==> src/design/qle_pkg.sv <==
// ----------------------------------------------------------------------------
// qle_pkg
// types and constants shared by the q-learning engine modules
// ----------------------------------------------------------------------------
package qle_pkg;

  typedef enum logic [1:0] {
    REQ_CHOOSE  = 2'd0,
    REQ_UPDATE  = 2'd1,
    REQ_EPISODE = 2'd2
  } req_type_e;

  typedef enum logic [1:0] {
    CFG_LEARNING_RATE = 2'd0,
    CFG_DISCOUNT      = 2'd1,
    CFG_START_EXPLORE = 2'd2,
    CFG_RANDOM_SEED   = 2'd3
  } cfg_reg_e;

  typedef enum logic [3:0] {
    ST_IDLE,
    ST_DECODE,
    ST_DRAW2,
    ST_MOD,
    ST_SCAN,
    ST_RD_CUR,
    ST_MUL1,
    ST_TD,
    ST_MUL2,
    ST_WRITE,
    ST_DECAY,
    ST_DONE
  } state_e;

  localparam logic [15:0] LR_RESET      = 16'd6554;
  localparam logic [15:0] DISCOUNT_RESET = 16'd58982;
  localparam logic [15:0] EXPLORE_RESET = 16'd6554;
  localparam logic [15:0] SEED_RESET    = 16'd44257;
  localparam logic [15:0] DECAY_FACTOR  = 16'd65208;
  localparam logic [15:0] EXPLORE_FLOOR = 16'd655;
  localparam logic [15:0] LFSR_MASK     = 16'hB400;

  typedef struct packed {
    logic [1:0]         req_type;
    logic [3:0]         rtt_level;
    logic [1:0]         priority_level;
    logic [2:0]         taken_action;
    logic signed [31:0] reward_value;
    logic [3:0]         next_rtt_level;
    logic [1:0]         next_priority_level;
  } req_t;

  typedef struct packed {
    logic [2:0]         chosen_action;
    logic               explored;
    logic               status;
    logic signed [31:0] new_q_value;
    logic [15:0]        current_explore_rate;
  } rsp_t;

  typedef struct packed {
    logic load;
    logic decode;
    logic draw2;
    logic mod_step;
    logic scan;
    logic rd_cur;
    logic mul1;
    logic td;
    logic mul2;
    logic write;
    logic decay;
  } cmd_t;

  typedef struct packed {
    logic [1:0] req_type;
    logic       cur_ok;
    logic       upd_ok;
    logic       explore_hit;
    logic       scan_last;
  } stat_t;

  // galois lfsr, shifting right
  function automatic logic [15:0] lfsr_step(input logic [15:0] s);
    logic [15:0] n;
    n = {1'b0, s[15:1]};
    if (s[0]) begin
      n = n ^ LFSR_MASK;
    end
    return n;
  endfunction

endpackage

==> src/design/qle_ctrl.sv <==
// ----------------------------------------------------------------------------
// qle_ctrl
// request sequencer: steps the datapath through decode, explore draw and modulo, scan, decay, arithmetic
// ----------------------------------------------------------------------------
module qle_ctrl (
  input  logic           clk_i,
  input  logic           rst_ni,
  input  logic           start,
  output logic           busy,
  output logic           done_o,
  input  qle_pkg::stat_t stat_i,
  output qle_pkg::cmd_t  cmd_o
);

  qle_pkg::state_e state_q, state_d;

  always_ff @(posedge clk_i or negedge rst_ni) begin
    if (!rst_ni) begin
      state_q <= qle_pkg::ST_IDLE;
    end else begin
      state_q <= state_d;
    end
  end

  always_comb begin
    state_d = state_q;
    case (state_q)
      qle_pkg::ST_IDLE: begin
        if (start) begin
          state_d = qle_pkg::ST_DECODE;
        end
      end
      qle_pkg::ST_DECODE: begin
        case (stat_i.req_type)
          qle_pkg::REQ_CHOOSE: begin
            if (!stat_i.cur_ok) begin
              state_d = qle_pkg::ST_DONE;
            end else if (stat_i.explore_hit) begin
              state_d = qle_pkg::ST_DRAW2;
            end else begin
              state_d = qle_pkg::ST_SCAN;
            end
          end
          qle_pkg::REQ_UPDATE: begin
            state_d = stat_i.upd_ok ? qle_pkg::ST_SCAN : qle_pkg::ST_DONE;
          end
          qle_pkg::REQ_EPISODE: state_d = qle_pkg::ST_DECAY;
          default: state_d = qle_pkg::ST_DONE;
        endcase
      end
      qle_pkg::ST_DRAW2: state_d = qle_pkg::ST_MOD;
      qle_pkg::ST_MOD:   state_d = qle_pkg::ST_DONE;
      qle_pkg::ST_SCAN: begin
        if (stat_i.scan_last) begin
          state_d = (stat_i.req_type == qle_pkg::REQ_CHOOSE) ? qle_pkg::ST_DONE
                                                             : qle_pkg::ST_RD_CUR;
        end
      end
      qle_pkg::ST_RD_CUR: state_d = qle_pkg::ST_MUL1;
      qle_pkg::ST_MUL1:   state_d = qle_pkg::ST_TD;
      qle_pkg::ST_TD:     state_d = qle_pkg::ST_MUL2;
      qle_pkg::ST_MUL2:   state_d = qle_pkg::ST_WRITE;
      qle_pkg::ST_WRITE:  state_d = qle_pkg::ST_DONE;
      qle_pkg::ST_DECAY:  state_d = qle_pkg::ST_DONE;
      qle_pkg::ST_DONE:   state_d = qle_pkg::ST_IDLE;
      default:            state_d = qle_pkg::ST_IDLE;
    endcase
  end

  always_comb begin
    cmd_o  = '0;
    busy   = 1'b1;
    done_o = 1'b0;
    case (state_q)
      qle_pkg::ST_IDLE: begin
        busy       = 1'b0;
        cmd_o.load = start;
      end
      qle_pkg::ST_DECODE: cmd_o.decode   = 1'b1;
      qle_pkg::ST_DRAW2:  cmd_o.draw2    = 1'b1;
      qle_pkg::ST_MOD:    cmd_o.mod_step = 1'b1;
      qle_pkg::ST_SCAN:   cmd_o.scan     = 1'b1;
      qle_pkg::ST_RD_CUR: cmd_o.rd_cur   = 1'b1;
      qle_pkg::ST_MUL1:   cmd_o.mul1     = 1'b1;
      qle_pkg::ST_TD:     cmd_o.td       = 1'b1;
      qle_pkg::ST_MUL2:   cmd_o.mul2     = 1'b1;
      qle_pkg::ST_WRITE:  cmd_o.write    = 1'b1;
      qle_pkg::ST_DECAY:  cmd_o.decay    = 1'b1;
      qle_pkg::ST_DONE:   done_o         = 1'b1;
      default:            busy           = 1'b1;
    endcase
  end

endmodule

==> config.mk <==
export PLATFORM = sky130hd
export DESIGN_NAME = qle_ctrl
export DESIGN_NICKNAME = d
export VERILOG_FILES = /design/src/design/qle_pkg.sv /design/src/design/qle_ctrl.sv
export SDC_FILE = /design/constraint.sdc
export NUM_CORES = 1
export LEC_CHECK = 0
export BUFFER_PORTS_ARGS = -buffer_cell sky130_fd_sc_hd__buf_2
export CAP_MARGIN = 20
export CORE_AREA = 2 2 39 41
export DETAILED_ROUTE_END_ITERATION = 7
export DIE_AREA = 0 0 41 43
export PLACE_DENSITY = 0.7
export SKIP_LAST_GASP = 1
export SLEW_MARGIN = 10
export SYNTH_ARGS = -nofsm -noshare
export SYNTH_HDL_FRONTEND = slang
export SYNTH_SLANG_ARGS = --single-unit
==> constraint.sdc <==
create_clock -name clk_i -period 1.8 [get_ports clk_i]
set_input_delay 0.18 -clock clk_i [delete_from_list [all_inputs] [get_ports clk_i]]
set_output_delay 0.18 -clock clk_i [all_outputs]
set_load 0.005 [all_outputs]
# After elaboration in Yosys (flattened, before gate mapping)
# Index checks and enable logic that the tools add are counted.
# totals
reg_bits	4
inputBits	9
wordCells	41
# op_classes
n_eq_ne	15
mux	21
n_reduce_logical	4
# ops
cell	n
4-bit one-hot mux with 9 select lines	1
4-bit two-way mux	5
4-bit by 3-bit == test with 1-bit output (second input constant)	4
4-bit == test (second input constant)	4
1-bit two-way mux	13
4-bit one-hot mux with 3 select lines	1
4-bit by 2-bit == test with 1-bit output (second input constant)	2
4-bit by 1-bit == test with 1-bit output (second input constant)	1
4-bit zero test	1
2-bit inequality test (second input constant)	2
3-bit two-way mux	1
3-bit OR reduction	1
2-bit by 1-bit == test with 1-bit output (second input constant)	1
2-bit == test (second input constant)	1
2-bit zero test	1
2-bit AND reduction	1

# Depth between registers and ports, before layout
# logic_depth
ltp_word	4
mapped_depth	5

# Worst setup path before layout
# OpenSTA, ideal clock, no wires.
# synth_timing
path_kind	register to register
start	reg state_q[3]
end	reg state_q[2]
arrival_ns	1.182
required_ns	1.672
slack_ns	0.490
stages_incl_launch_ff	6
n_path_buf	1
period_less_slack_ns	1.310
cell_sequence	dfrtp_1 > buf_6 > or2_4 > a2bb2oi_2 > o31ai_4 > o2bb2ai_1
# synth_via
elab_chain_len	3
word_cells_on_any_way	16
# synth_lines
item	line_no	rtl
start: declaration	qle_ctrl.sv:15	qle_pkg::state_e state_q, state_d;
start signal: assignment	qle_ctrl.sv:19	state_q <= qle_pkg::ST_IDLE;
start signal: assignment	qle_ctrl.sv:21	state_q <= state_d;
4-bit == test, or another cell as far along	qle_ctrl.sv:27	case (state_q)
3-bit OR reduction (no line) / 2-bit inequality test (equally long branches)	--	
4-bit one-hot mux with 9 select lines / 2-bit AND reduction (equally long branches)	--	
# Parallel ways exist; a longest one is shown, timed or not.
# A chain may end at the register's enable or synchronous reset.

==> flow_summary.html <==
<table>
<tr><th>Metric</th><th>Value</th></tr>
<tr><th colspan="2">STA</th></tr>
<tr><td>Sum Neg Setup Slack</td><td>0 ns</td></tr>
<tr><td>Achievable frequency</td><td>631 MHz</td></tr>
<tr><td>Finish-stage setup viols</td><td>0</td></tr>
<tr><td>Number of pins exceeding their max-slew limit in the final report</td><td>0</td></tr>
<tr><td>Worst-margin pin slew</td><td>0.399 ns</td></tr>
<tr><td>Post-route setup slack</td><td>0.215 ns</td></tr>
<tr><td>Unrepaired setup endpoints after global routing</td><td>false</td></tr>
<tr><td>Period utilisation layout</td><td>88.0%</td></tr>
<tr><td>Clock skew after layout</td><td>around 0.0024 ns</td></tr>
<tr><td>Rel. slew slack</td><td>between 70% and 80%</td></tr>
<tr><td>Total count of hold-check failures in the final report</td><td>0</td></tr>
<tr><td>Time the worst path needs with I/O delays and setup</td><td>1.58 ns</td></tr>
<tr><th colspan="2">Die</th></tr>
<tr><td>Placement Rows</td><td>14</td></tr>
<tr><td>Width of the die</td><td>41 um</td></tr>
<tr><td>Die outline area</td><td>1760 um2</td></tr>
<tr><td>Initial core utilization</td><td>31.8%</td></tr>
<tr><td>Height of the die</td><td>between 40 and 50 um</td></tr>
<tr><td>Core footprint</td><td>1380 um2</td></tr>
<tr><td>Number of I/O pins</td><td>22</td></tr>
<tr><th colspan="2">Place</th></tr>
<tr><td>Placement Setup Slack</td><td>0.392 ns</td></tr>
<tr><td>Port Buffers</td><td>21</td></tr>
<tr><td>Final HPWL from detailed placement</td><td>827 um</td></tr>
<tr><td>Cell area after placement</td><td>between 500 and 600 um2</td></tr>
<tr><td>Gpl congestion</td><td>0.766</td></tr>
<tr><th colspan="2">Worst setup path</th></tr>
<tr><td>Standard cell with the maximum stage delay on the critical path</td><td>sky130_fd_sc_hd__dfrtp_1</td></tr>
<tr><td>CP Launch Type</td><td>register</td></tr>
<tr><td>Cells along the critical path</td><td>nand2b_1 &gt; nor3_1 &gt; buf_2</td></tr>
<tr><td>Max FO, Critical Path</td><td>9</td></tr>
<tr><td>Endpoint class of the critical path</td><td>primary output</td></tr>
<tr><td>Crit path buf inv count</td><td>1</td></tr>
<tr><td>Arrival time worst endpoint</td><td>1.40 ns</td></tr>
<tr><td>Biggest cell delay along the critical path</td><td>roughly 0.45 ns</td></tr>
<tr><td>CP top delay family</td><td>simple AND/OR/NAND/NOR gates</td></tr>
<tr><td>Type of the worst setup path</td><td>register to primary output</td></tr>
<tr><td>CP Data Required Time</td><td>1.62 ns</td></tr>
<tr><th colspan="2">Synthesis</th></tr>
<tr><td>Leading cell type by number of instances after synthesis</td><td>sky130_fd_sc_hd__nor2_1</td></tr>
<tr><td>Number of standard cells after synthesis</td><td>60</td></tr>
<tr><td>Cell type with the largest total area after synthesis</td><td>sky130_fd_sc_hd__dfrtp_1</td></tr>
<tr><td>Top post-synthesis cells by area</td><td>sky130_fd_sc_hd__dfrtp_1 (23%), sky130_fd_sc_hd__nor2_1 (11%), sky130_fd_sc_hd__nand2b_1 (7.1%)</td></tr>
<tr><td>Most used flip-flop cell after synthesis</td><td>sky130_fd_sc_hd__dfrtp_1</td></tr>
<tr><td>Distinct cell type count after synthesis</td><td>27</td></tr>
<tr><td>Mapped Nets</td><td>between 60 and 70</td></tr>
<tr><td>Synthesized area per cell</td><td>7.34 um2</td></tr>
<tr><td>Asr flop ratio synth</td><td>100%</td></tr>
<tr><td>Synth top area share</td><td>22.7%</td></tr>
<tr><td>Synth top cells by count</td><td>sky130_fd_sc_hd__nor2_1 (13), sky130_fd_sc_hd__nand2_1 (5), sky130_fd_sc_hd__nand2b_1 (5)</td></tr>
<tr><td>Synth warn</td><td>0</td></tr>
<tr><td>Netlist area before placement</td><td>roughly 440 um2</td></tr>
<tr><td>EDFF count, synth</td><td>0</td></tr>
<tr><td>Part of the Yosys area used for sequential elements</td><td>22.7%</td></tr>
<tr><td>Number of synthesized register bits</td><td>4</td></tr>
<tr><th colspan="2">Clock network</th></tr>
<tr><td>Clock edge transition at the registers on the reported setup and hold paths</td><td>roughly 0.040 ns</td></tr>
<tr><td>Clock sink count</td><td>4</td></tr>
<tr><td>Clk root buf</td><td>sky130_fd_sc_hd__clkbuf_4</td></tr>
<tr><td>Total CTS buffers</td><td>3</td></tr>
<tr><td>Clk Latency, worst-skew pair</td><td>0.24 ns</td></tr>
<tr><td># Post-CTS Setup Buffers</td><td>0</td></tr>
<tr><td>Max Buffers Root-to-Sink</td><td>2</td></tr>
<tr><td>TritonCTS clock tree</td><td>done</td></tr>
<tr><td>H-tree level count</td><td>1</td></tr>
<tr><th colspan="2">Detailed routing</th></tr>
<tr><td>Avg Vias per Cell</td><td>5.13</td></tr>
<tr><td>Routed length per instance</td><td>11.0 um</td></tr>
<tr><td>Post-route met1 wirelength</td><td>between 400 and 500 um</td></tr>
<tr><td>Drt total wl</td><td>between 1 and 1.5 mm</td></tr>
<tr><td>WL met3</td><td>73 um</td></tr>
<tr><td>Total vias in the final route</td><td>503</td></tr>
<tr><td>Number of remaining DRC errors</td><td>0</td></tr>
<tr><td>Max Used Layer</td><td>met4</td></tr>
<tr><td>Iteration-0 DRC Markers</td><td>10</td></tr>
<tr><td>Final ANT Viol Nets</td><td>0</td></tr>
<tr><td>Met2 routed wirelength</td><td>560 um</td></tr>
<tr><td>TritonRoute pass-1 iters</td><td>5</td></tr>
<tr><th colspan="2">Global route</th></tr>
<tr><td>Vias in the first global route</td><td>429</td></tr>
<tr><td>Pin count of the biggest net entering global routing</td><td>14</td></tr>
<tr><td>First-pass GRT wire length</td><td>between 1.5 and 2 mm</td></tr>
<tr><td>Gr ovfl total</td><td>0</td></tr>
<tr><td>GRT Total Usage</td><td>13.6%</td></tr>
<tr><td>Antenna violations before repair</td><td>0</td></tr>
<tr><th colspan="2">Power</th></tr>
<tr><td>P_leak</td><td>roughly 0.28 nW</td></tr>
<tr><td>Worst-case vdd ir drop</td><td>0.617 mV</td></tr>
<tr><td>Total power density per cell area</td><td>1560 nW/um2</td></tr>
<tr><th colspan="2">Final layout</th></tr>
<tr><td>Area added between synthesis and finish</td><td>29.5%</td></tr>
<tr><td>Max FFs per register</td><td>4</td></tr>
<tr><td>Largest registers</td><td>state_q (4)</td></tr>
<tr><td>Proportion of layout cells with a drive suffix above 1</td><td>between 30% and 40%</td></tr>
<tr><td>Cell area after layout</td><td>about 570 um2</td></tr>
<tr><td>Antenna diodes</td><td>0</td></tr>
<tr><td>Final net count</td><td>93</td></tr>
<tr><td>Register containing the most flip-flops in the final layout</td><td>state_q</td></tr>
<tr><th colspan="2">Flow run</th></tr>
<tr><td># Max-Cap Violations</td><td>0</td></tr>
<tr><th colspan="2">Run status</th></tr>
<tr><td>Outcome</td><td>finished clean</td></tr>
<tr><th colspan="2">Min path</th></tr>
<tr><td>Min-delay worst type</td><td>input port to register</td></tr>
</table>
worst register-to-register path, stage by stage (launching register included):
cell and delay [ns]:
sky130_fd_sc_hd__dfrtp_1 0.47, sky130_fd_sc_hd__nand2b_1 0.29, sky130_fd_sc_hd__o41ai_1 0.10, sky130_fd_sc_hd__a221oi_1 0.34, sky130_fd_sc_hd__nor2_1 0.08
final cells by class:
class / count / area [um2]
timing repair buffer: 22 / 115
clock buffer: 3 / 22.5
fill: 150 / 813
sequential: 4 / 100
multi-input combinational: 51 / 305
tap: 16 / 20.0
inverter: 2 / 7.51
cells by family (layout without fill, tap and decap cells):
group,count (synthesis),after routing,share of synthesized area [%]
DFF,4,4,22.7
and+or+nand+nor,34,34,38.6
muxes,1,1,2.56
buffers and inverters,5,27,7.95
AOI/OAI and AO/OA,16,16,28.1
final timing paths:
kind | startpoint | cells after the start | to | slack [ns]
worst max-delay path | state_q[3] | 3 | cmd_o[6] | 0.22
worst min-delay path | stat_i[0] | 3 | state_q[2] | 0.24
worst max register to register | state_q[3] | 4 | state_q[3] | 0.39
worst min register to register | state_q[3] | 4 | state_q[1] | 0.80
max in group asynchronous | rst_ni | 2 | state_q[3] | 1.39
min in group asynchronous | rst_ni | 2 | state_q[1] | 0.29
power by group:
part / total (mW) / switching, mW / internal [mW]
sequential: 0.245 / 0.112 / 0.133
combinational: 0.533 / 0.279 / 0.254
clock: 0.114 / 0.0393 / 0.0747
total: 0.892 / 0.431 / 0.461
routing by layer:
layer,up-vias,global-route usage (%)
li1,255,-
met1,224,16.0
met2,22,23.8
met3,2,0.524
met4,0,6.00
met5,-,0
cell usage in the layout (no fill, tap or decap), drive strengths merged, types with 2 or more instances in the layout:
master,n
a21oi,3
dfrtp,4
nand2b,5
buf,21
nand2,5
o21ai,5
inv,2
nor2,14
clkbuf,3
nor3,4
through the flow:
step                      std cells  total power, mW  hold slack [ns]  util, %
after detailed placement         94            0.781          -0.0119     38.9
after floorplan                  60            0.669           -0.116        -
after global routing             98            0.985            0.270     41.2
final                            98            0.892            0.238     41.2
after global placement           94            0.771          -0.0126     38.9
after CTS                        98            0.898            0.246     41.2
what timing repair did:
item | in CTS | in global routing
resized for setup | 0 | 0
hold buffers | 1 | 0
endpoints found under the hold margin | 4 | 0
Power figures use the tool's default switching activity.
